File: config.mk
export PLATFORM = sky130hd
export DESIGN_NAME = eulbox_cfg
export DESIGN_NICKNAME = d
export VERILOG_FILES = /design/src/eulbox_pkg.sv /design/src/eulbox_cfg.sv
export SDC_FILE = /design/constraint.sdc
export NUM_CORES = 1
export LEC_CHECK = 0
export BUFFER_PORTS_ARGS = -buffer_cell sky130_fd_sc_hd__buf_2
export CAP_MARGIN = 20
export CORE_MARGIN = 2
export CORE_UTILIZATION = 45
export CTS_CLUSTER_DIAMETER = 200
export CTS_CLUSTER_SIZE = 30
export DETAILED_ROUTE_END_ITERATION = 16
export HOLD_SLACK_MARGIN = 0.06
export PLACE_DENSITY = 0.76
export SLEW_MARGIN = 0
export SYNTH_ARGS = -nofsm -noshare
export SYNTH_HDL_FRONTEND = slang
export SYNTH_SLANG_ARGS = --single-unit
export TNS_END_PERCENT = 5
File: constraint.sdc
create_clock -name i_clk -period 2.8 [get_ports i_clk]
set_input_delay 0.56 -clock i_clk [delete_from_list [all_inputs] [get_ports i_clk]]
set_output_delay 0.56 -clock i_clk [all_outputs]
set_load 0.005 [all_outputs]
File: src/eulbox_pkg.sv
package eulbox_pkg;

    localparam int QW      = 32;
    localparam int FRAC    = 16;
    localparam int PW      = 50;
    localparam int SW      = 34;
    localparam int CW      = 18;
    localparam int NAXES   = 3;
    localparam int CFG_IW  = 3;

    localparam logic [CFG_IW-1:0] CFG_TIME_STEP   = 3'd0;
    localparam logic [CFG_IW-1:0] CFG_RESTITUTION = 3'd1;
    localparam logic [CFG_IW-1:0] CFG_FRICTION    = 3'd2;
    localparam logic [CFG_IW-1:0] CFG_BOUNDS_X    = 3'd3;
    localparam logic [CFG_IW-1:0] CFG_BOUNDS_Y    = 3'd4;
    localparam logic [CFG_IW-1:0] CFG_BOUNDS_Z    = 3'd5;

    localparam logic [1:0] AXIS_X = 2'd0;
    localparam logic [1:0] AXIS_Y = 2'd1;
    localparam logic [1:0] AXIS_Z = 2'd2;

    localparam logic [16:0] COEF_ONE      = 17'd65536;
    localparam logic [15:0] RST_TIME_STEP = 16'd546;
    localparam logic [16:0] RST_REST      = 17'd32768;
    localparam logic [16:0] RST_FRICTION  = 17'd0;
    localparam logic [63:0] RST_BOUNDS    = 64'h0001_0000_FFFF_0000;

    typedef logic signed [QW-1:0] t_q;
    typedef logic signed [PW-1:0] t_prod;
    typedef logic signed [SW-1:0] t_wide;
    typedef logic signed [CW-1:0] t_coef;

    typedef struct packed {
        t_q pos_x;
        t_q pos_y;
        t_q pos_z;
        t_q vel_x;
        t_q vel_y;
        t_q vel_z;
        t_q acc_x;
        t_q acc_y;
        t_q acc_z;
    } t_in_item;

    typedef struct packed {
        t_q         new_pos_x;
        t_q         new_pos_y;
        t_q         new_pos_z;
        t_q         new_vel_x;
        t_q         new_vel_y;
        t_q         new_vel_z;
        logic [2:0] hit_mask;
    } t_out_item;

    typedef struct packed {
        logic [15:0]                  dt;
        t_coef                        rest_neg;
        t_coef                        tscale;
        logic [NAXES-1:0][63:0]       bounds;
    } t_cfg;

    typedef struct packed {
        t_q [NAXES-1:0]   p;
        t_q [NAXES-1:0]   v;
        logic [NAXES-1:0] mask;
    } t_state;

    // product / 2^16, truncated toward zero
    function automatic t_wide q_shift(input t_prod x);
        t_prod adj;
        adj = x + (x[PW-1] ? t_prod'((1 << FRAC) - 1) : t_prod'(0));
        return t_wide'(adj[PW-1:FRAC]);
    endfunction

    function automatic t_q sat32(input t_wide x);
        t_q r;
        if ((x[SW-1:QW-1] == '0) || (x[SW-1:QW-1] == '1)) begin
            r = x[QW-1:0];
        end else if (x[SW-1]) begin
            r = {1'b1, {(QW-1){1'b0}}};
        end else begin
            r = {1'b0, {(QW-1){1'b1}}};
        end
        return r;
    endfunction

    function automatic logic [16:0] coef_clamp(input logic [16:0] c);
        return (c > COEF_ONE) ? COEF_ONE : c;
    endfunction

endpackage

File: src/eulbox_cfg.sv
module eulbox_cfg (
    input  logic                           i_clk,
    input  logic                           i_rst_n,
    input  logic                           i_cfg_valid,
    input  logic [eulbox_pkg::CFG_IW-1:0]  i_cfg_index,
    input  logic [63:0]                    i_cfg_data,
    output eulbox_pkg::t_cfg               o_cfg
);
    import eulbox_pkg::*;

    t_cfg r_cfg;

    // coefficients are stored already clamped: -restitution and 1 - friction
    always_ff @(posedge i_clk) begin
        if (!i_rst_n) begin
            r_cfg.dt       <= RST_TIME_STEP;
            r_cfg.rest_neg <= -$signed({1'b0, RST_REST});
            r_cfg.tscale   <= $signed({1'b0, COEF_ONE - RST_FRICTION});
            r_cfg.bounds   <= {NAXES{RST_BOUNDS}};
        end else if (i_cfg_valid) begin
            unique case (i_cfg_index)
                CFG_TIME_STEP:   r_cfg.dt <= i_cfg_data[15:0];
                CFG_RESTITUTION: r_cfg.rest_neg <= -$signed({1'b0,
                                     coef_clamp(i_cfg_data[16:0])});
                CFG_FRICTION:    r_cfg.tscale <= $signed({1'b0,
                                     COEF_ONE - coef_clamp(i_cfg_data[16:0])});
                CFG_BOUNDS_X:    r_cfg.bounds[0] <= i_cfg_data;
                CFG_BOUNDS_Y:    r_cfg.bounds[1] <= i_cfg_data;
                CFG_BOUNDS_Z:    r_cfg.bounds[2] <= i_cfg_data;
                default: begin
                end
            endcase
        end
    end

    assign o_cfg = r_cfg;

endmodule

==> results of run 1 <==
## power by group through the flow
stage / Combinational, µW / Clock, µW / Sequential [µW]
2_1_floorplan: 262 / 0 / 3670
3_3_place_gp: 527 / 0 / 3660
3_5_place_dp: 535 / 0 / 3660
4_1_cts: 537 / 2030 / 3580
5_1_grt: 589 / 2150 / 3600
6_report: 535 / 1990 / 3580
## per-stage QoR
step           std cells  hold WS, ns  utilization, %
6_report            1663        0.306            56.2
5_1_grt             1662        0.296            56.2
4_1_cts             1660        0.284            56.2
3_5_place_dp        1646        0.450            54.4
3_3_place_gp        1646        0.444            54.4
2_1_floorplan       1136        0.459               -
## worst max-delay path by stage
stage,to,cells after the start,slack [ns]
floorplan,o_cfg[222],10,0.15
global placement,o_cfg[205],6,0.29
detailed placement,o_cfg[205],6,0.21
CTS,o_cfg[205],6,0.72
global route,o_cfg[224],10,0.58
finish,o_cfg[205],6,0.70
## cell families (layout without fill, tap and decap cells)
family                     Yosys count  count (layout)  synth area share [%]
muxes                                1               1                 0.109
and+or+nand+nor                    573             573                  25.5
buffers and inverters               98             352                  4.05
adders and majority gates            1               1                 0.136
AOI/OAI and AO/OA                  214             214                  16.9
xor gates and xnor gates             5               5                 0.476
DFF                                243             243                  52.9
other                                1               4                0.0407
## final cells by class
cell class                 instances  area (µm²)
antenna                            3        7.51
clock buffer                      13         325
clock inverter                     1        30.0
fill                            1902        8830
inverter                           4        15.0
multi-input combinational        795        3990
sequential                       243        4860
tap                              270         338
timing repair buffer             334        1770
## worst max-delay path: stages
cell	delay, ns
buf_2	0.14
or4_1	0.65
or2_0	0.26
or3_4	0.40
a211o_1	0.33
a31oi_1	0.17
## metal layers
layer / part of all wire [%] / global-route usage [%]
met1: 41 / 31.8
met5: 0 / 0
met3: 8.8 / 6.74
met2: 47 / 41.1
met4: 3.2 / 7.98
## placed cells by master, fill, tap and decap left out, types with 4 or more instances in the layout
cell type  synthesis  final
dfxtp_1          243    243
nor2b_1            8      8
o211ai_1           6      6
nor4_1             4      4
nand2_1          456    455
and2_1             8      7
a21oi_1            6      6
a21boi_0         163    163
inv_1              4      4
nand3_1           65     63
or3_1              4      4
xnor2_1            4      4
buf_4              1     19
buf_2              1    311
nor2_1            12     12
clkbuf_16          0     13
o21ai_0           22     22
==> impl_metrics.tcl, run 1 <==
set metrics [dict create \
    detail_route.wl_per_cell_um 16.7 \
    power.internal_uw 4610 \
    combPwrFrac_pct 8.8 \
    row_count 52 \
    crit_type "primary input to flip-flop" \
    period_share_pct 74.9 \
    min-delay-start "i_cfg_data[22]" \
    synth_warnings 0 \
    grt_pass1_vias 7945 \
    die-area_um2 21600 \
    switching_share_pct 24.5 \
    ir_worst_vdd_mv 0.535 \
    slew_headroom_pct 57.9 \
    nets 1461 \
    outcome "finished, final reports clean" \
    via_per_inst 5.13 \
    endpoint_kind "flip-flop" \
    io_buffers 312 \
    finalWorstSetupSlack_ns 0.704 \
    max_freq_mhz 477 \
    grt_pass1_wl_um 43500 \
    async_flop_share_pct 0 \
    die_x_um 147 \
    synthToLayoutAreaGrowth_pct 23.2 \
    fp.dieH_um 147 \
    synth_commonest_cells "nand2_1 (456), dfxtp_1 (243), a21boi_0 (163)" \
    tns_ns 0 \
    total_power_uw 6110 \
    synth-main-ff-cell "dfxtp_1" \
    cts_tree "done" \
    final_hold_viol_count 0 \
    syn-instance-count 1136 \
    p_leak_uw 0.00493 \
    hp-class "primary input to flip-flop" \
    hold_depth 3 \
    fin_crit_ns 2.10 \
    rsz0062_at_grt "no" \
    switchingPower_uw 1490 \
    seqPwrFrac_pct 58.7 \
    rrSetupSlack_ns 2.08 \
    finalMaxSlewViolations 0 \
    synth-edff-count 0 \
    arrival_ns 2.52 \
    synth-seq-area-share_pct 52.9 \
    core-area_um2 20200 \
    grt_antenna_before_repair 2 \
    cts_resized 0 \
    cts_max_path_buffers 3 \
    dp_worst_setup_slack_ns 0.209 \
    path_clk_slew_ns 0.11 \
    first_pass_iters 5 \
    placed_area_um2 11000 \
    tightestPinTransition_ns 0.632 \
    io_pins 314 \
    cts_buffers 12 \
    largest_register_ffs 243 \
    power.density_nw_per_um2 539 \
    clock-sinks 243 \
    gp_congestion 0.896 \
    detailroute.via_count 8532 \
    synth_area_per_cell_um2 8.10 \
    synth_nets 1207 \
    worstPathMaxFanout 7 \
    drcViolationCount 0 \
    setup_viol 0 \
    synth_top_area_cell "dfxtp_1" \
    grt_use_total_pct 24.9 \
    startpoint "i_cfg_data[0]" \
    timing.rr.start "o_cfg[13]" \
    reg2reg_to "o_cfg[13]" \
    post-cts-setup-buffer-count 0 \
    critPathLaunchType "primary input" \
    maxCapViolations 0 \
    reg2reg_depth 2 \
    final_area_um2 11300 \
    hold_end "o_cfg[150]" \
    initialDrtViolationCount 431 \
    grt_max_degree 98 \
    clockRootBuffer "clkbuf_16" \
    clk_latency_ns 0.49 \
    p_clk_share_pct 32.6 \
    syn_area_um2 9200 \
    grt_overflow 0 \
    yosysTopAreaCellShare_pct 52.9 \
    layout-drive-gt1-share_pct 25.8 \
    clock_skew_ns 0 \
    h-tree-depth 1 \
    synthDistinctLibCells 42 \
    wirelength_um 27800 \
    synth_area_leaders "dfxtp_1 (53%), nand2_1 (19%), a21boi_0 (13%)" \
    start_util_pct 45.6 \
    drt.antenna.violating_nets 0 \
    postCtsHoldBufs 0 \
    yosysMostFrequentCell "nand2_1" \
    crit_required_ns 3.22 \
    dp_hpwl_um 19200 \
    ys_seq_elements 243 \
]
Power figures use the tool's default switching activity.
==> run 2, diff against run 1 <==
- clock period: 2.8 -> 1.8 ns (I/O delays scaled with it)
==> impl_metrics.tcl, run 2 (synthesis results as in run 1) <==
set metrics [dict create \
    outcome "finished, final reports clean" \
    hp-class "primary input to flip-flop" \
    drcViolationCount 0 \
    first_pass_iters 5 \
    endpoint_kind "flip-flop" \
    grt_max_degree 76 \
    die_x_um 147 \
    detail_route.wl_per_cell_um 16.6 \
    rsz0062_at_grt "no" \
    max_freq_mhz 577 \
    start_util_pct 45.6 \
    period_share_pct 96.2 \
    timing.hold.ws_ns 0.109 \
    critical_path_buf_inv_count 2 \
    fp.dieH_um 147 \
    grt_pass1_vias 8270 \
    p_leak_uw 0.00515 \
    switchingPower_uw 2300 \
    power.internal_uw 7240 \
    initialDrtViolationCount 427 \
    fin_crit_ns 1.73 \
    drt.antenna.violating_nets 0 \
    p_clk_share_pct 32.0 \
    cts_resized 0 \
    detailroute.via_count 8662 \
    final_hold_viol_count 0 \
    synthToLayoutAreaGrowth_pct 27.6 \
    setup_viol 0 \
    dp_hpwl_um 20000 \
    die-area_um2 21600 \
    largest_register_ffs 243 \
    worstPathMaxFanout 6 \
    crit_path_max_incr_delay_ns 0.53 \
    io_buffers 312 \
    utilization_pct 58.2 \
    postCtsHoldBufs 0 \
    total_power_uw 9540 \
    layout_common_cells "nand2_1 (455), buf_2 (311), dfxtp_1 (243)" \
    clock-sinks 243 \
    arrival_ns 2.13 \
    maxCapViolations 0 \
    post-cts-setup-buffer-count 0 \
    fill_cells 1853 \
    path_clk_slew_ns 0.11 \
    placedCellCount 1682 \
    grt_pass1_wl_um 44800 \
    grt_overflow 0 \
    core-area_um2 20200 \
    power.density_nw_per_um2 812 \
    combPwrFrac_pct 9.6 \
    cts_tree "done" \
    layout-drive-gt1-share_pct 27.7 \
    worstPathCellList "buf_2, or4_1, buf_4, a211o_1, nor4_1, nand2_1, a31oi_1" \
    clock_skew_ns 0 \
    switching_share_pct 24.1 \
    crit_path_top_delay_cell "or4_1" \
    layout_commonest_cell "nand2_1" \
    h-tree-depth 1 \
    seqPwrFrac_pct 58.5 \
    cp_top_family "simple AND/OR/NAND/NOR gates" \
    rrSetupSlack_ns 1.06 \
    clockRootBuffer "clkbuf_16" \
    ir_worst_vdd_mv 0.746 \
    grt_use_total_pct 25.5 \
    fin_cells 1698 \
    grt_antenna_before_repair 1 \
    clk_latency_ns 0.48 \
    wirelength_um 28200 \
    finalMaxSlewViolations 0 \
    crit_type "primary input to flip-flop" \
    critPathLaunchType "primary input" \
    io_pins 314 \
    nets 1497 \
    cts_buffers 12 \
    row_count 52 \
    tns_ns 0 \
    cts_max_path_buffers 3 \
    crit_required_ns 2.20 \
    via_per_inst 5.10 \
    gp_congestion 0.889 \
]
==> run 2: cell types whose count changed in the layout (fill, tap and decap cells not counted), sizes merged <==
cell and change:
diode -1, buf +36
==> run 2: through the flow <==
| step | area (µm²) | setup WS [ns] |
|---|---|---|
| finish | 11700 | 0.0677 |
| global route | 11700 | 0.00202 |
| CTS | 11700 | 0.116 |
| detailed placement | 11400 | -0.359 |
| global placement | 11400 | -0.342 |
| floorplan | 9220 | -0.311 |
==> run 2: path summary, 6_finish.rpt <==
path / from / to / cells after the start
worst max-delay path: i_cfg_data[0] / o_cfg[223] / 7
worst min-delay path: i_rst_n / o_cfg[227] / 2
worst max register to register: o_cfg[220] / o_cfg[220] / 1
worst min register to register: o_cfg[190] / o_cfg[190] / 2
==> run 2: cell type report <==
type | instances | area (µm²) | area share [%]
Antenna cell | 2 | 5.00 | 0.0426
Clock buffer | 13 | 325 | 2.77
Clock inverter | 1 | 30.0 | 0.256
Inverter | 4 | 15.0 | 0.128
Multi-Input combinational cell | 795 | 4000 | 34.0
Sequential cell | 243 | 4860 | 41.4
Tap cell | 270 | 338 | 2.88
Timing Repair Buffer | 370 | 2170 | 18.4
==> run 2: power by group through the flow <==
stage,clock network (µW),logic (µW),registers (µW)
global placement,0,902,5690
floorplan,0,412,5710
finish,3050,914,5580
CTS,3150,916,5580
detailed placement,0,914,5700
global route,3280,1010,5590
==> run 2: layer usage <==
metal	vias to the layer above	GRT usage, %	part of all wire [%]
met2	330	42.7	47
met5	-	0	0
met4	0	7.98	3.1
met3	52	6.12	8.8
li1	4260	-	-
met1	4020	32.7	41
